--- config.mk ---
export PLATFORM = sky130hd
export DESIGN_NAME = serial_console_line_unit
export DESIGN_NICKNAME = d
export VERILOG_FILES = /design/src/scl_pkg.sv /design/src/scl_ram.sv /design/src/scl_csr.sv /design/src/serial_console_line_unit.sv
export SDC_FILE = /design/constraint.sdc
export NUM_CORES = 1
export LEC_CHECK = 0
export ABC_CLOCK_PERIOD_IN_PS = 9550
export BUFFER_PORTS_ARGS = -buffer_cell sky130_fd_sc_hd__buf_4
export CAP_MARGIN = 0
export CORE_MARGIN = 8
export CORE_UTILIZATION = 55
export CTS_BUF_LIST = sky130_fd_sc_hd__clkbuf_16
export DETAILED_ROUTE_END_ITERATION = 8
export PLACE_DENSITY = 0.74
export SETUP_SLACK_MARGIN = 0.1
export SYNTH_ARGS = -nofsm -noshare
export SYNTH_HDL_FRONTEND = slang
export SYNTH_SLANG_ARGS = --single-unit
--- constraint.sdc ---
create_clock -name aclk -period 9.55 [get_ports aclk]
set_input_delay 1.91 -clock aclk [delete_from_list [all_inputs] [get_ports aclk]]
set_output_delay 1.91 -clock aclk [all_outputs]
set_load 0.02 [all_outputs]
--- src/scl_pkg.sv ---
// Shared types, codes and constants of the serial console line unit.
// No dependencies; scl_csr, the top level and the testbench import this package.
package scl_pkg;

    // Kind of an input item
    typedef enum logic [1:0] {
        FUNC_READ      = 2'd0,
        FUNC_WRITE     = 2'd1,
        FUNC_RX_BYTE   = 2'd2,
        FUNC_DEV_RESET = 2'd3
    } func_t;

    // Configuration register indexes
    localparam logic [1:0] CFG_BASE_ADDR = 2'd0;
    localparam logic [1:0] CFG_RX_VECTOR = 2'd1;

    // Register byte offsets from the base address
    localparam logic [15:0] OFF_RX_CSR = 16'd0;
    localparam logic [15:0] OFF_RX_BUF = 16'd2;
    localparam logic [15:0] OFF_TX_CSR = 16'd4;
    localparam logic [15:0] OFF_TX_BUF = 16'd6;

    // Status register bits
    localparam logic [7:0] ST_DONE_READY = 8'h80;
    localparam logic [7:0] ST_INT_EN     = 8'h40;
    localparam logic [7:0] ST_WR_MASK    = 8'h41;

    localparam logic [15:0] RX_EMPTY_WORD   = 16'hC000;
    localparam logic [7:0]  TX_STATUS_RESET = 8'h80;
    localparam logic [15:0] BASE_ADDR_RESET = 16'hFF70;
    localparam logic [8:0]  RX_VECTOR_RESET = 9'd48;
    localparam logic [9:0]  TX_VECTOR_STEP  = 10'd4;

    localparam int FIFO_DEPTH_DEFAULT = 16;

    typedef struct packed {
        func_t       func;
        logic [15:0] address;
        logic [15:0] wr_data;
        logic [7:0]  rx_byte;
    } item_t;

    typedef struct packed {
        logic [15:0] read_data;
        logic        tx_valid;
        logic [7:0]  tx_byte;
        logic        irq_valid;
        logic [9:0]  irq_vector;
    } result_t;

    // Pointer width for a FIFO of the given depth (at least one bit)
    function automatic int ptr_width(input int depth);
        return (depth > 1) ? $clog2(depth) : 1;
    endfunction

endpackage

--- src/scl_ram.sv ---
// Generic simple dual-port RAM: one write port, one read port with registered data.
// No dependencies.
module scl_ram #(
    parameter int WIDTH = 8,
    parameter int DEPTH = 16,
    localparam int AW = (DEPTH > 1) ? $clog2(DEPTH) : 1
) (
    input  logic             aclk,
    input  logic             we,
    input  logic [AW-1:0]    waddr,
    input  logic [WIDTH-1:0] wdata,
    input  logic             re,
    input  logic [AW-1:0]    raddr,
    output logic [WIDTH-1:0] rdata
);

    logic [WIDTH-1:0] mem [DEPTH];
    logic [WIDTH-1:0] rdata_reg;

    always_ff @(posedge aclk) begin
        if (we) begin
            mem[waddr] <= wdata;
        end
        if (re) begin
            rdata_reg <= mem[raddr];
        end
    end

    assign rdata = rdata_reg;

endmodule

--- src/scl_csr.sv ---
// Register file and item decode of the serial console line unit: status and
// holding registers, FIFO pointers and fill count. Depends on scl_pkg.
module scl_csr
    import scl_pkg::*;
#(
    parameter int FIFO_DEPTH = FIFO_DEPTH_DEFAULT,
    localparam int AW = ptr_width(FIFO_DEPTH),
    localparam int CW = $clog2(FIFO_DEPTH + 1)
) (
    input  logic          aclk,
    input  logic          aresetn,
    input  logic          en,
    input  item_t         item,
    input  logic [15:0]   base_addr,
    input  logic [8:0]    rx_vector,
    input  logic [7:0]    head_byte,
    output result_t       result,
    output logic          fifo_we,
    output logic [AW-1:0] fifo_waddr,
    output logic [7:0]    fifo_wdata,
    output logic [AW-1:0] rd_ptr_next
);

    logic [7:0]    rx_status_reg, rx_status_next;
    logic [15:0]   rx_holding_reg, rx_holding_next;
    logic [7:0]    tx_status_reg, tx_status_next;
    logic [15:0]   tx_holding_reg, tx_holding_next;
    logic [AW-1:0] rd_ptr_reg;
    logic [AW-1:0] wr_ptr_reg, wr_ptr_next;
    logic [CW-1:0] fill_reg, fill_next;
    logic [15:0]   off;
    logic [9:0]    vec_rx;
    logic [9:0]    vec_tx;

    function automatic logic [AW-1:0] ptr_inc(input logic [AW-1:0] p);
        return (p == AW'(FIFO_DEPTH - 1)) ? '0 : p + AW'(1);
    endfunction

    assign off    = item.address - base_addr;
    assign vec_rx = {1'b0, rx_vector};
    assign vec_tx = vec_rx + TX_VECTOR_STEP;

    always_comb begin
        rx_status_next  = rx_status_reg;
        rx_holding_next = rx_holding_reg;
        tx_status_next  = tx_status_reg;
        tx_holding_next = tx_holding_reg;
        rd_ptr_next     = rd_ptr_reg;
        wr_ptr_next     = wr_ptr_reg;
        fill_next       = fill_reg;
        result          = '0;
        fifo_we         = 1'b0;
        fifo_waddr      = wr_ptr_reg;
        fifo_wdata      = item.rx_byte;
        if (en) begin
            unique case (item.func)
                FUNC_READ: begin
                    if (off == OFF_RX_CSR) begin
                        result.read_data = {8'h00, rx_status_reg};
                    end else if (off == OFF_RX_BUF) begin
                        if (fill_reg != '0) begin
                            rx_holding_next = {8'h00, head_byte};
                            rd_ptr_next     = ptr_inc(rd_ptr_reg);
                            fill_next       = fill_reg - CW'(1);
                            if (fill_reg != CW'(1)) begin
                                rx_status_next = rx_status_reg | ST_DONE_READY;
                                if ((rx_status_reg & ST_INT_EN) != '0) begin
                                    result.irq_valid  = 1'b1;
                                    result.irq_vector = vec_rx;
                                end
                            end else begin
                                rx_status_next = rx_status_reg & ~ST_DONE_READY;
                            end
                        end else begin
                            rx_holding_next = RX_EMPTY_WORD;
                        end
                        result.read_data = rx_holding_next;
                    end else if (off == OFF_TX_CSR) begin
                        result.read_data = {8'h00, tx_status_reg};
                    end else if (off == OFF_TX_BUF) begin
                        result.read_data = tx_holding_reg;
                    end
                end
                FUNC_WRITE: begin
                    if (off == OFF_RX_CSR) begin
                        rx_status_next = (rx_status_reg & ~ST_WR_MASK)
                                       | (item.wr_data[7:0] & ST_WR_MASK);
                        if ((item.wr_data[7:0] & ST_INT_EN) != '0
                            && (rx_status_reg & ST_INT_EN) == '0
                            && (rx_status_reg & ST_DONE_READY) != '0) begin
                            result.irq_valid  = 1'b1;
                            result.irq_vector = vec_rx;
                        end
                    end else if (off == OFF_TX_CSR) begin
                        tx_status_next = (tx_status_reg & ~ST_WR_MASK)
                                       | (item.wr_data[7:0] & ST_WR_MASK);
                        if ((item.wr_data[7:0] & ST_INT_EN) != '0
                            && (tx_status_reg & ST_INT_EN) == '0
                            && (tx_status_reg & ST_DONE_READY) != '0) begin
                            result.irq_valid  = 1'b1;
                            result.irq_vector = vec_tx;
                        end
                    end else if (off == OFF_TX_BUF) begin
                        tx_holding_next = item.wr_data;
                        result.tx_valid = 1'b1;
                        result.tx_byte  = item.wr_data[7:0];
                        tx_status_next  = tx_status_reg | ST_DONE_READY;
                        if ((tx_status_reg & ST_INT_EN) != '0) begin
                            result.irq_valid  = 1'b1;
                            result.irq_vector = vec_tx;
                        end
                    end
                end
                FUNC_RX_BYTE: begin
                    if (fill_reg < CW'(FIFO_DEPTH)) begin
                        fifo_we        = 1'b1;
                        wr_ptr_next    = ptr_inc(wr_ptr_reg);
                        fill_next      = fill_reg + CW'(1);
                        rx_status_next = rx_status_reg | ST_DONE_READY;
                        if ((rx_status_reg & ST_INT_EN) != '0) begin
                            result.irq_valid  = 1'b1;
                            result.irq_vector = vec_rx;
                        end
                    end
                end
                FUNC_DEV_RESET: begin
                    rx_status_next = rx_status_reg & ~ST_INT_EN;
                    tx_status_next = TX_STATUS_RESET;
                end
                default: ;
            endcase
        end
    end

    always_ff @(posedge aclk) begin
        if (!aresetn) begin
            rx_status_reg  <= '0;
            rx_holding_reg <= '0;
            tx_status_reg  <= TX_STATUS_RESET;
            tx_holding_reg <= '0;
            rd_ptr_reg     <= '0;
            wr_ptr_reg     <= '0;
            fill_reg       <= '0;
        end else begin
            rx_status_reg  <= rx_status_next;
            rx_holding_reg <= rx_holding_next;
            tx_status_reg  <= tx_status_next;
            tx_holding_reg <= tx_holding_next;
            rd_ptr_reg     <= rd_ptr_next;
            wr_ptr_reg     <= wr_ptr_next;
            fill_reg       <= fill_next;
        end
    end

endmodule

--- src/serial_console_line_unit.sv ---
// An input beat is taken into the input register; decode and register update then write
// its result into the result register, which holds it until m_tready takes it.
// Throughput: one beat per cycle while the result stream is not stalled; when
// empty, the input register lets a new beat in while a finished result waits on m_tready.
// Reset: aresetn (synchronous, active low) restores all control and status registers;
// the receive FIFO needs no clearing pass, since its fill count gates reads.
module serial_console_line_unit
    import scl_pkg::*;
#(
    parameter int FIFO_DEPTH = FIFO_DEPTH_DEFAULT
) (
    input  logic        aclk,
    input  logic        aresetn,
    // Input stream
    input  logic        s_tvalid,
    output logic        s_tready,
    input  logic [39:0] s_tdata,   // address[15:0], wr_data[31:16], rx_byte[39:32]
    input  logic [1:0]  s_tuser,   // func[1:0]
    // Result stream
    output logic        m_tvalid,
    input  logic        m_tready,
    output logic [39:0] m_tdata,   // read_data[15:0], tx_byte[23:16], irq_vector[33:24], zero
    output logic [1:0]  m_tuser,   // tx_valid[0], irq_valid[1]
    // Configuration writes
    input  logic        cfg_valid,
    output logic        cfg_ready,
    input  logic [1:0]  cfg_index,
    input  logic [15:0] cfg_data
);

    localparam int AW = ptr_width(FIFO_DEPTH);

    logic [15:0]   base_addr_reg;
    logic [8:0]    rx_vector_reg;

    logic          a_valid_reg;
    item_t         a_item_reg;
    logic          m_valid_reg;
    result_t       m_result_reg;

    logic          s_fire;
    logic          advance;
    result_t       result;
    logic          fifo_we;
    logic [AW-1:0] fifo_waddr;
    logic [7:0]    fifo_wdata;
    logic [AW-1:0] rd_ptr_next;
    logic [7:0]    ram_rdata;
    logic [7:0]    head_byte;

    // Bypass for a FIFO head that is written in the same cycle it is read
    logic          byp_valid_reg;
    logic [7:0]    byp_byte_reg;

    // Configuration: always ready; out-of-range indexes are dropped
    assign cfg_ready = 1'b1;

    always_ff @(posedge aclk) begin
        if (!aresetn) begin
            base_addr_reg <= BASE_ADDR_RESET;
            rx_vector_reg <= RX_VECTOR_RESET;
        end else if (cfg_valid && cfg_ready) begin
            if (cfg_index == CFG_BASE_ADDR) begin
                base_addr_reg <= cfg_data;
            end else if (cfg_index == CFG_RX_VECTOR) begin
                rx_vector_reg <= cfg_data[8:0];
            end
        end
    end

    // Advance the held beat when the result slot is free or being drained;
    // take a new beat whenever the input register empties this cycle.
    assign advance  = a_valid_reg && (!m_valid_reg || m_tready);
    assign s_tready = !a_valid_reg || advance;
    assign s_fire   = s_tvalid && s_tready;

    always_ff @(posedge aclk) begin
        if (!aresetn) begin
            a_valid_reg <= 1'b0;
        end else if (s_tready) begin
            a_valid_reg <= s_tvalid;
        end
    end

    always_ff @(posedge aclk) begin
        if (s_fire) begin
            a_item_reg.func    <= func_t'(s_tuser);
            a_item_reg.address <= s_tdata[15:0];
            a_item_reg.wr_data <= s_tdata[31:16];
            a_item_reg.rx_byte <= s_tdata[39:32];
        end
    end

    // Fetch the FIFO head for the incoming beat: the address already accounts
    // for a pop by the beat leaving this cycle, and a push landing on that
    // same entry is caught by the bypass.
    scl_ram #(
        .WIDTH (8),
        .DEPTH (FIFO_DEPTH)
    ) u_fifo_ram (
        .aclk  (aclk),
        .we    (fifo_we),
        .waddr (fifo_waddr),
        .wdata (fifo_wdata),
        .re    (s_fire),
        .raddr (rd_ptr_next),
        .rdata (ram_rdata)
    );

    always_ff @(posedge aclk) begin
        if (!aresetn) begin
            byp_valid_reg <= 1'b0;
        end else if (s_fire) begin
            byp_valid_reg <= fifo_we && (fifo_waddr == rd_ptr_next);
        end
    end

    always_ff @(posedge aclk) begin
        if (s_fire) begin
            byp_byte_reg <= fifo_wdata;
        end
    end

    assign head_byte = byp_valid_reg ? byp_byte_reg : ram_rdata;

    scl_csr #(
        .FIFO_DEPTH (FIFO_DEPTH)
    ) u_csr (
        .aclk        (aclk),
        .aresetn     (aresetn),
        .en          (advance),
        .item        (a_item_reg),
        .base_addr   (base_addr_reg),
        .rx_vector   (rx_vector_reg),
        .head_byte   (head_byte),
        .result      (result),
        .fifo_we     (fifo_we),
        .fifo_waddr  (fifo_waddr),
        .fifo_wdata  (fifo_wdata),
        .rd_ptr_next (rd_ptr_next)
    );

    // Result register: load on advance, drop once taken
    always_ff @(posedge aclk) begin
        if (!aresetn) begin
            m_valid_reg <= 1'b0;
        end else if (advance) begin
            m_valid_reg <= 1'b1;
        end else if (m_tready) begin
            m_valid_reg <= 1'b0;
        end
    end

    always_ff @(posedge aclk) begin
        if (advance) begin
            m_result_reg <= result;
        end
    end

    assign m_tvalid = m_valid_reg;
    assign m_tdata  = {6'b000000, m_result_reg.irq_vector, m_result_reg.tx_byte,
                       m_result_reg.read_data};
    assign m_tuser  = {m_result_reg.irq_valid, m_result_reg.tx_valid};

`ifndef SYNTHESIS
    // A transmitted character never comes with read data
    assert property (@(posedge aclk) disable iff (!aresetn)
        m_tvalid && m_tuser[0] |-> m_tdata[15:0] == 16'h0000)
        else $error("tx beat carries read data");

    // Without an interrupt the vector field stays zero
    assert property (@(posedge aclk) disable iff (!aresetn)
        m_tvalid && !m_tuser[1] |-> m_tdata[33:24] == 10'd0)
        else $error("irq vector set without irq");

    // A result appears only from a held input beat
    assert property (@(posedge aclk) disable iff (!aresetn)
        $rose(m_tvalid) |-> $past(a_valid_reg))
        else $error("result without input beat");
`endif

endmodule

# Word-level counts from Yosys, hierarchy flattened
# Memory sizes are Yosys's and may differ from the RTL's. A register that Yosys moved wholly into a read port is not among the register bits.
# Index checks and enable logic that the tools add are counted.
# op_classes
order_cmp,1
n_addsub,6
n_eq_ne,19
n_mux,49
n_shift,0
n_reduce_logical,33
multipliers,0
div_mod_pow,0
n_bitwise,10
# ops
op,n
11-bit two-way mux,11
8-bit two-way mux,11
16-bit two-way mux,4
11-bit case mux with 3 select lines,1
16-bit by 3-bit equality test with 1-bit output (second input constant),2
8-bit case mux with 4 select lines,1
4-bit two-way mux,7
20-bit two-way mux,1
5-bit two-way mux,4
16-bit by 2-bit equality test with 1-bit output (second input constant),1
16-bit zero test,1
8-bit zero test,2
8-bit by 7-bit OR with 8-bit output,2
8-bit case mux with 2 select lines,1
16-bit subtractor,1
4-bit AND reduction,3
9-bit by 3-bit adder with 10-bit output (second input constant),1
2-bit by 1-bit != test with 1-bit output (second input constant),5
5-bit case mux with 2 select lines,1
5-bit AND reduction,2
4-bit by 1-bit adder with 4-bit output (second input constant),2
4-bit equality test (second input constant),2
1-bit inverter,8
1-bit logical AND,7
22 further kinds,37
# totals
wordCells,144
register_bits,159
ramBits,128
memories,1
mem_bits_ro,0
latch_bits,0
output_inout_bits,45
# memory_table
name,depth,width,rd,rd_clocked_by_memory_dff,wr,line_no,source
u_fifo_ram.mem,16,8,1,1,1,scl_ram.sv:17,logic [WIDTH-1:0] mem [DEPTH];

# Longest topological paths before layout
# Gate-level depths: netlist of the first run.
# logic_depth
word_depth,9
ltp_mapped,18

# Hierarchy
# Synthesis of the first run repeated with hierarchy kept, for this count alone.
# hier_totals
cells_unflattened,934
area_unflattened_um2,12663.4
# modules_own_cells
module,area_per_inst_um2,cells_each,instances,seq_area_each_um2
scl_ram,5227.5,229,1,4083.9
serial_console_line_unit,3854.9,228,1,3143.0
scl_csr,3580.9,477,1,800.8

# Least setup slack after synthesis of the first run
# OpenSTA, ideal clock, no wires.
# synth_timing
path_type,input to register
start,input m_tready
end,"register u_fifo_ram.rdata_reg[6], in the netlist u_fifo_ram.rdata[6] (read register of u_fifo_ram.mem), data pin"
cell_stages,13
path_buffers,2
t_arrival_ns,4.935
setup_ns,0.269
slack_ns,4.346
cell_sequence,nor2b_1 -> nand2b_1 -> clkinv_1 -> and4_1 -> a21boi_0 -> nand4_1 -> o21ai_0 -> nand2_1 -> buf_2 -> buf_4 -> mux2_2 -> o221ai_1 -> nand4_1
# synth_via
elab_chain_len,4
# synth_lines
element,line_no,source
start: declaration,serial_console_line_unit.sv:21,"input logic m_tready,"
1-bit logical OR *,serial_console_line_unit.sv:73,assign advance = a_valid_reg && (!m_valid_reg || m_tready);
1-bit logical AND *,serial_console_line_unit.sv:73,
named net advance,serial_console_line_unit.sv:42,logic advance;
1-bit logical OR,serial_console_line_unit.sv:74,assign s_tready = !a_valid_reg || advance;
1-bit logical AND,serial_console_line_unit.sv:75,assign s_fire = s_tvalid && s_tready;
end: declaration,scl_ram.sv:18,logic [WIDTH-1:0] rdata_reg;
# Mark *: on every way through the listed nets, which the timed path passes. The rest lies on a longest branch.
# A chain may end at the register's enable or synchronous reset.

# Worst setup path after layout of the first run
# layout_timing
start,register a_item_reg[25] in the netlist's numbering
end,"register u_fifo_ram.rdata_reg[0], in the netlist u_fifo_ram.rdata[0] (read register of u_fifo_ram.mem), data pin"
# layout_via
elab_chain_len,6
# layout_lines
element,line_no,source
start: declaration,serial_console_line_unit.sv:37,item_t a_item_reg;
16-bit subtractor *,scl_csr.sv:39,assign off = item.address - base_addr;
16-bit by 2-bit equality test with 1-bit output,scl_csr.sv:60,end else if (off == OFF_RX_BUF) begin
4-bit two-way mux,scl_csr.sv:60,
4-bit two-way mux *,scl_csr.sv:58,if (off == OFF_RX_CSR) begin
4-bit two-way mux *,scl_csr.sv:56,unique case (item.func)
4-bit two-way mux *,scl_csr.sv:55,if (en) begin
# Mark *: on every way between the ends. The rest lies on a longest branch, timed or not.

==> impl_metrics.tcl, run 1 <==
set metrics [dict create \
    largest_reg_flops 128 \
    synthFlopType "edfxtp_1" \
    io_buffers 102 \
    synth_area_sq_um 12700 \
    drcViolationCount 0 \
    multi_input_area_sq_um 4290 \
    ys_ff_latch 290 \
    io-pin-count 110 \
    tns_ns 0 \
    antenna_left 0 \
    finalHoldViolCount 0 \
    avgSynthCellArea_sq_um 12.3 \
    setup_viol 0 \
    cp.required_ns 9.97 \
    n_antenna_cell 0 \
    cts_sinks 290 \
    track_usage_pct 19.1 \
    die_area_sq_um 28200 \
    hpwl_um 17800 \
    htree_levels 1 \
    finalWirelength_um 27400 \
    cts_setup_buffers 0 \
    final_nets 1211 \
    ys_seq_area_share_pct 63.3 \
    crit_path_start_kind "flip-flop" \
    clk_path_buf_depth 3 \
    status "finished clean" \
    final_cell_mix "edfxtp_1, nand2_1, buf_4, dfxtp_1, a21oi_1" \
    yosysTopAreaCellShare_pct 52.6 \
    period_share_pct 51.7 \
    worstSetupPathType "reg2reg" \
    place_inst 1370 \
    synth_area_leaders "edfxtp_1, dfxtp_1, nand2_1, ha_1, and2_1" \
    mostFrequentLayoutCell "edfxtp_1" \
    drv_cap 0 \
    cts_resized 0 \
    grt-ovfl-total 0 \
    hp-class "reg2reg" \
    fmax_mhz 202 \
    synth-warning-count 0 \
    coreArea_sq_um 22600 \
    place.gp.congestion 0.848 \
    synth_edf_count 222 \
    synth_cell_type_count 66 \
    peakVddDrop_v 0.000171 \
    die_h_um 168 \
    initial_core_util_pct 56.0 \
    cts_inserted_buffers 30 \
    clkLatencyLatePin_ns 0.56 \
    routedWlPerCell_um 19.2 \
    vias 8302 \
    yosys.area.top_type "edfxtp_1" \
    first_iter_violations 543 \
    arrival_ns 5.36 \
    cts_root_buf "clkbuf_16" \
    fillers 1702 \
    cts.clk_slew.worst_paths_ns 0.07 \
    finClkSkew_ns 0.0186 \
    register_area_sq_um 8030 \
    grt_pass1_wl_um 43600 \
    antenna_found_initial 0 \
    max_slew_margin_pct 29.0 \
    dieWidth_um 168 \
    grt_start_max_net_pins 66 \
    drive_gt1_share_pct 16.5 \
    grt_pass1_vias 8320 \
    drv_slew 0 \
    period_needed_ns 4.94 \
    p_leak_nw 5.22 \
    cp-end-kind "flip-flop" \
    cts_tree "yes" \
    synth_cells 1030 \
    fin_cells 1426 \
    synthToLayoutAreaGrowth_pct 15.2 \
    rsz0062_at_grt "no" \
    row_count 55 \
    hold_buffers 0 \
    post_drt_via_cell_ratio 5.82 \
    dr.pass1.iters 5 \
    worst-path-max-fanout 11 \
    async_flop_share_pct 0 \
    worst_pin_slew_ns 1.03 \
    power.density_nw_per_um2 186 \
]
==> report_power, final <==
group / internal [mW] / switching, mW
sequential: 1.39 / 0.0205
clock: 0.681 / 0.479
combinational: 0.0622 / 0.0854
==> worst max-delay path, cell delays in order (launching register included) <==
cell and delay, ns:
edfxtp_1 0.36, ha_1 0.52, nor2b_1 0.30, o211ai_1 0.16, a211oi_1 0.53, nor3b_1 0.13, xor2_1 0.27, nand3_2 0.17
or4_1 0.73, nor2_1 0.25, mux2i_1 0.88, o221ai_1 0.32, nand4_1 0.18
==> per-stage QoR <==
stage	utilization [%]	hold WS, ns	cell area, sq um	setup slack [ns]	power, mW
3_3_place_gp	60.1	0.440	13600	4.73	1.58
4_1_cts	64.5	0.460	14600	4.66	2.73
3_5_place_dp	60.1	0.446	13600	4.65	1.58
2_1_floorplan	-	0.430	12700	4.35	1.52
5_1_grt	64.5	0.488	14600	4.35	2.79
6_report	64.5	0.457	14600	4.61	2.71
==> area by class of cell <==
cell class                 count  area share [%]
clock inverter                26            1.67
timing repair buffer         109            5.60
tap                          285            2.44
inverter                      32           0.822
sequential                   290            55.0
clock buffer                  30            5.14
multi-input combinational    654            29.4
==> per-layer routing <==
layer	up-vias	routed length (um)	GRT usage [%]	share of wire [%]
met1	4014	11500	23.7	42
met2	265	13400	33.0	49
met5	-	0	0	0
met3	65	1740	3.84	6.3
li1	3958	-	-	-
met4	0	727	6.48	2.7
==> synth_stat cells, drive strengths merged (19+ instances only) <==
| library cell | instances |
|---|---|
| a21boi | 33 |
| a21o | 19 |
| a21oi | 55 |
| a221o | 21 |
| and2 | 53 |
| buf | 29 |
| clkbuf | 30 |
| dfxtp | 68 |
| edfxtp | 222 |
| ha | 29 |
| inv | 31 |
| mux2i | 24 |
| nand2 | 137 |
| nor2 | 40 |
| o21ai | 26 |
==> path summary, 6_finish.rpt <==
path,from,end,slack [ns],depth (start not counted)
setup / recovery,a_item_reg[25],u_fifo_ram.rdata[0],4.61,12
hold / removal,u_csr.tx_holding_reg[6],u_csr.tx_holding_reg[6],0.46,2
setup reg to reg,a_item_reg[25],u_fifo_ram.rdata[0],4.61,12
hold reg to reg,u_csr.tx_holding_reg[6],u_csr.tx_holding_reg[6],0.46,2
==> cell families (layout without fill, tap and decap cells) <==
logic type	Yosys count	after routing	synth area share, %
buffers and inverters	91	197	3.26
muxes	42	42	3.49
other	2	7	0.0592
adders and majority gates	29	29	2.86
and+or+nand+nor	338	338	13.4
AOI/OAI and AO/OA	219	219	12.3
DFF	290	290	63.3
xor gates and xnor gates	19	19	1.31
Power figures use the tool's default switching activity.
==> run 2: changes to the inputs <==
--- a/config.mk
+++ b/config.mk
@@ -5,14 +5,14 @@
 export SDC_FILE = /design/constraint.sdc
 export NUM_CORES = 1
 export LEC_CHECK = 0
-export ABC_CLOCK_PERIOD_IN_PS = 9550
+export ABC_CLOCK_PERIOD_IN_PS = 4200
 export BUFFER_PORTS_ARGS = -buffer_cell sky130_fd_sc_hd__buf_4
 export CAP_MARGIN = 0
 export CORE_MARGIN = 8
-export CORE_UTILIZATION = 55
+export CORE_UTILIZATION = 54
 export CTS_BUF_LIST = sky130_fd_sc_hd__clkbuf_16
 export DETAILED_ROUTE_END_ITERATION = 8
-export PLACE_DENSITY = 0.74
+export PLACE_DENSITY = 0.76
 export SETUP_SLACK_MARGIN = 0.1
 export SYNTH_ARGS = -nofsm -noshare
 export SYNTH_HDL_FRONTEND = slang
==> constraint.sdc (replaced) <==
create_clock -name aclk -period 4.2 [get_ports aclk]
set_input_delay 0.84 -clock aclk [delete_from_list [all_inputs] [get_ports aclk]]
set_output_delay 0.84 -clock aclk [all_outputs]
set_load 0.02 [all_outputs]
==> run 2 against run 1 <==
Register-to-register slack lost 4.4 ns. Combinational power grew 140%. Utilization shrank 0.25 points. Cell count grew 5.0%. Non-clock buffer count grew 39. Critical path type unchanged. Critical endpoint is now u_fifo_ram.rdata[1]. Highest routed layer unchanged.
==> impl_metrics.tcl, run 2 (same netlist as run 1, synthesis figures left out) <==
set metrics [dict create \
    hp-start "s_tdata[29]" \
    r2r_end "u_fifo_ram.rdata[1]" \
    hold_path_depth 1 \
    r2r_setup_slack_ns 0.24 \
    htree_levels 1 \
    synthToLayoutAreaGrowth_pct 17.9 \
    worstSetupPathType "reg2reg" \
    n_antenna_cell 0 \
    drcViolationCount 0 \
    track_usage_pct 20.2 \
    place.gp.congestion 0.855 \
    crit_path_start_kind "flip-flop" \
    cts_root_buf "clkbuf_16" \
    worst_pin_slew_ns 0.845 \
    antenna_found_initial 0 \
    period_share_pct 94.2 \
    routedWlPerCell_um 20.0 \
    min_to "a_item_reg[21]" \
    grt_start_max_net_pins 65 \
    cpPeakStageDelay_ns 0.53 \
    r2r_cells 14 \
    arrival_ns 4.37 \
    first_iter_violations 788 \
    final_nets 1250 \
    crit_chain "inv_1 > ha_1 > nor2b_1 > o31a_1 > o21a_1 > or3_1 > a211oi_4 > nand3_2 > buf_4 > or4_4 > nor2_2 > mux2_4 > a221o_1 > nand4_1" \
    cts_sinks 290 \
    cts_tree "yes" \
    grt-ovfl-total 0 \
    max_slew_margin_pct 43.4 \
    cp.required_ns 4.62 \
    status "finished clean" \
    mostFrequentLayoutCell "edfxtp_1" \
    clk_path_buf_depth 3 \
    die_area_sq_um 28600 \
    power.density_nw_per_um2 403 \
    hpwl_um 19600 \
    initial_core_util_pct 54.5 \
    tns_ns 0 \
    total_power_mw 6.02 \
    drive_gt1_share_pct 19.9 \
    io_buffers 102 \
    drv_cap 0 \
    finalHoldViolCount 0 \
    post_drt_via_cell_ratio 5.78 \
    drv_slew 0 \
    largest_reg_flops 128 \
    antenna_left 0 \
    dieWidth_um 169 \
    clkLatencyLatePin_ns 0.56 \
    hold_buffers 0 \
    rsz0062_at_grt "no" \
    period_needed_ns 3.96 \
    final_cell_mix "edfxtp_1, buf_4, nand2_1, dfxtp_1, a21oi_1" \
    worst-path-max-fanout 8 \
    die_h_um 169 \
    row_count 56 \
    setup_viol 0 \
    peakVddDrop_v 0.000333 \
    regToRegStartpoint "base_addr_reg[1]" \
    p_leak_nw 5.42 \
    finalWirelength_um 29900 \
    vias 8646 \
    grt_pass1_vias 8552 \
    crit_path_top_delay_cell "or4_4" \
    coreArea_sq_um 23300 \
    cts.clk_slew.worst_paths_ns 0.06 \
    cts_inserted_buffers 29 \
    finClkSkew_ns 0.0187 \
    fmax_mhz 253 \
    hp-class "in2reg" \
    dr.pass1.iters 5 \
    grt_pass1_wl_um 46100 \
    cp-end-kind "flip-flop" \
    io-pin-count 110 \
    fillers 1774 \
]
run 2: cell types whose count changed in the layout (fill, tap and decap cells not counted), moves of 3 or more:
cell | previous run | this run
o221ai_1 | 16 | 13
nor3_2 | 5 | 0
o221ai_2 | 2 | 5
buf_4 | 109 | 146
nor3_1 | 6 | 10
run 2: where the power goes:
part	internal, mW	switching, mW
combinational	0.147	0.204
clock	1.38	1.08
sequential	3.15	0.0545
run 2: how the worst max path moves through the flow:
| stage | end | startpoint | slack [ns] |
|---|---|---|---|
| after CTS | u_fifo_ram.rdata[1] | base_addr_reg[1] | 0.11 |
| after global routing | u_fifo_ram.rdata[6] | base_addr_reg[1] | 0.08 |
| final | u_fifo_ram.rdata[1] | base_addr_reg[1] | 0.24 |
| after floorplan | u_fifo_ram.rdata[6] | base_addr_reg[2] | 0.34 |
| after detailed placement | m_tdata[25] | base_addr_reg[1] | 0.07 |
| after global placement | u_fifo_ram.rdata[0] | base_addr_reg[1] | 0.11 |
run 2: timing repair:
action                     4_1_cts  5_1_grt
gates cloned                     0        1
pin swaps                        0        4
gates resized for setup          5       18
setup buffers                    0        7
hold endpoints to repair         0        0
setup endpoints to repair        8       46
run 2: area by class of cell:
| cell class | instances | area [sq um] | share of cell area (%) |
|---|---|---|---|
| clock buffer | 29 | 726 | 4.85 |
| clock inverter | 24 | 176 | 1.18 |
| inverter | 32 | 121 | 0.812 |
| multi-input combinational | 655 | 4370 | 29.2 |
| sequential | 290 | 8030 | 53.7 |
| tap | 319 | 399 | 2.67 |
| timing repair buffer | 148 | 1130 | 7.54 |
run 2: critical path: cells and delay by family, from the launching register on:
family,cells,cell delay [ns]
AO/OA/AOI/OAI,4,1.12
adder cells (fa/ha/maj),1,0.29
buffers and inverters,2,0.23
flip-flops,1,0.33
multiplexers,1,0.39
AND/OR/NAND/NOR,6,1.47
run 2: stage by stage:
| step | cells | worst slack (ns) | utilization [%] | hold WS [ns] | area, sq um |
|---|---|---|---|---|---|
| 6_report | 1497 | 0.243 | 64.3 | 0.455 | 15000 |
| 5_1_grt | 1497 | 0.0762 | 64.3 | 0.437 | 15000 |
| 4_1_cts | 1489 | 0.107 | 63.7 | 0.435 | 14800 |
| 3_5_place_dp | 1436 | 0.0689 | 59.7 | 0.445 | 13900 |
| 3_3_place_gp | 1436 | 0.107 | 59.7 | 0.438 | 13900 |
| 2_1_floorplan | 1035 | 0.339 | - | 0.430 | 12700 |
run 2: routing by layer:
metal  track usage (%)  up-vias  part of all wire [%]
met3              3.70       72                   8.0
met5                 0        -                     0
met4              7.08        0                   3.0
met1              25.3     4185                    40
li1                  -     4035                     -
met2              34.9      354                    48
==> run 3: changes to the inputs <==
==> constraint.sdc (replaced) <==
create_clock -name aclk -period 4.2 [get_ports aclk]
set_input_delay 0.42 -clock aclk [delete_from_list [all_inputs] [get_ports aclk]]
set_output_delay 0.42 -clock aclk [all_outputs]
set_load 0.02 [all_outputs]
==> run 3 against run 2 <==
Clock power is 4% higher. Largest cell class unchanged. Sequential power hardly changed. Hold slack worse by 0.41 ns. Utilization is 0.086 points lower. Total power is 1.6% higher. Cell area is 0.13% lower. Highest routed layer unchanged. Global-route usage is 0.25 points lower. Clock skew is 0.011 ns lower. Worst setup slack worse by 0.016 ns. Count of clock-buffer cells in the layout stayed put. Non-clock buffer count is 8 lower. Critical endpoint is now u_fifo_ram.rdata[0].
==> impl_metrics.tcl, run 3 (same netlist as run 1, synthesis figures left out) <==
set metrics [dict create \
    routedWlPerCell_um 19.8 \
    worstSetupPathType "reg2reg" \
    antenna_left 0 \
    cts_inserted_buffers 29 \
    initial_core_util_pct 54.5 \
    arrival_ns 4.25 \
    grt_pass1_vias 8597 \
    p_leak_nw 5.40 \
    final_nets 1242 \
    drv_cap 0 \
    worst_pin_slew_ns 0.993 \
    cts.clk_slew.worst_paths_ns 0.06 \
    vias 8554 \
    place.gp.congestion 0.940 \
    tns_ns 0 \
    power.switching_mw 1.32 \
    hold_buffers 0 \
    io-pin-count 110 \
    cts_root_buf "clkbuf_16" \
    cts_sinks 290 \
    cp.required_ns 4.48 \
    grt_pass1_wl_um 45800 \
    htree_levels 1 \
    synthToLayoutAreaGrowth_pct 17.8 \
    post_drt_via_cell_ratio 5.75 \
    die_h_um 169 \
    dr.pass1.iters 5 \
    rsz0062_at_grt "yes" \
    period_needed_ns 3.97 \
    track_usage_pct 20.0 \
    drv_slew 0 \
    p_seq_share_pct 52.4 \
    status "finished clean" \
    clkLatencyLatePin_ns 0.55 \
    final_core_util_pct 64.2 \
    cts_tree "yes" \
    fmax_mhz 252 \
    hpwl_um 19700 \
    io_buffers 102 \
    period_share_pct 94.6 \
    drcViolationCount 0 \
    finClkSkew_ns 0.00770 \
    mostFrequentLayoutCell "edfxtp_1" \
    clk_path_buf_depth 3 \
    coreArea_sq_um 23300 \
    hp-class "in2reg" \
    clkPwrFrac_pct 41.8 \
    max_slew_margin_pct 33.8 \
    setup_viol 0 \
    cp-end-kind "flip-flop" \
    grt-ovfl-total 0 \
    worst-path-max-fanout 20 \
    row_count 56 \
    final_cell_mix "edfxtp_1, buf_4, nand2_1, dfxtp_1, a21oi_1" \
    power.share.switching_pct 21.5 \
    finalWirelength_um 29500 \
    power.internal_mw 4.80 \
    finalHoldViolCount 0 \
    die_area_sq_um 28600 \
    antenna_found_initial 0 \
    grt_start_max_net_pins 65 \
    dieWidth_um 169 \
    p_comb_share_pct 5.7 \
    power.density_nw_per_um2 409 \
    first_iter_violations 730 \
    crit_path_start_kind "flip-flop" \
    n_antenna_cell 0 \
    peakVddDrop_v 0.000375 \
    drive_gt1_share_pct 19.6 \
    largest_reg_flops 128 \
]
[run 3: changes by cell type in the layout (fill, tap and decap cells not counted), sizes merged]
cell      previous run  this run
bufinv               2         4
clkinvlp             1         0
clkinv              14        12
buf                148       140
[run 3: cell type report]
cell class	instances	area (sq um)
Fill cell	1793	8330
Multi-Input combinational cell	655	4380
Sequential cell	290	8030
Inverter	32	120
Clock buffer	29	726
Clock inverter	23	213
Timing Repair Buffer	140	1070
Tap cell	319	399
[run 3: critical path, stage by stage, from the launching register on]
cell and delay, ns:
dfxtp_1 0.33, inv_1 0.05, ha_1 0.29, nor2b_1 0.15, o31a_1 0.27, o21a_1 0.25, or3_4 0.40, a211oi_4 0.31
nand4_1 0.25, nor2_1 0.24, mux2_4 0.45, buf_4 0.22, a21oi_1 0.17, a221o_1 0.23, nand4_1 0.08
[run 3: path summary, 6_finish.rpt]
check	startpoint	endpoint	slack (ns)	cells past startpoint
hold reg to reg	u_csr.tx_holding_reg[6]	u_csr.tx_holding_reg[6]	0.46	2
hold / removal	s_tdata[9]	a_item_reg[33]	0.04	1
setup / recovery	base_addr_reg[1]	u_fifo_ram.rdata[0]	0.23	14
setup reg to reg	base_addr_reg[1]	u_fifo_ram.rdata[0]	0.23	14
[run 3: timing repair]
item,4_1_cts,5_1_grt
gates resized for setup,6,19
setup endpoints to repair,11,47
cloned,0,1
pin swaps,1,4
setup buffers,3,3
[run 3: per-layer routing]
layer / wire length, um / vias to the layer above / share of wire [%] / global-route usage, %
met1: 11900 / 4139 / 40 / 24.4
met3: 2090 / 70 / 7.1 / 3.58
li1: - / 4032 / - / -
met5: 0 / - / 0 / 0
met2: 14500 / 313 / 49 / 34.9
met4: 1010 / 0 / 3.4 / 7.58
[run 3: through the flow]
| step | setup WS [ns] | hold slack [ns] | total power, mW | cell area (sq um) | instances |
|---|---|---|---|---|---|
| 2_1_floorplan | 0.339 | 0.430 | 3.46 | 12700 | 1035 |
| 3_3_place_gp | 0.0967 | 0.444 | 3.60 | 13800 | 1429 |
| 3_5_place_dp | 0.0535 | 0.447 | 3.61 | 13800 | 1429 |
| 4_1_cts | 0.122 | 0.0215 | 6.14 | 14800 | 1484 |
| 5_1_grt | 0.0696 | 0.0240 | 6.29 | 14900 | 1488 |
| 6_report | 0.227 | 0.0423 | 6.11 | 14900 | 1488 |
[run 3: power groups by stage]
stage          Sequential, mW  Combinational, mW  Clock, mW
3_3_place_gp             3.26              0.336          0
6_report                 3.21              0.351       2.56
5_1_grt                  3.21              0.385       2.69
4_1_cts                  3.21              0.344       2.59
2_1_floorplan            3.26              0.194          0
3_5_place_dp             3.27              0.340          0
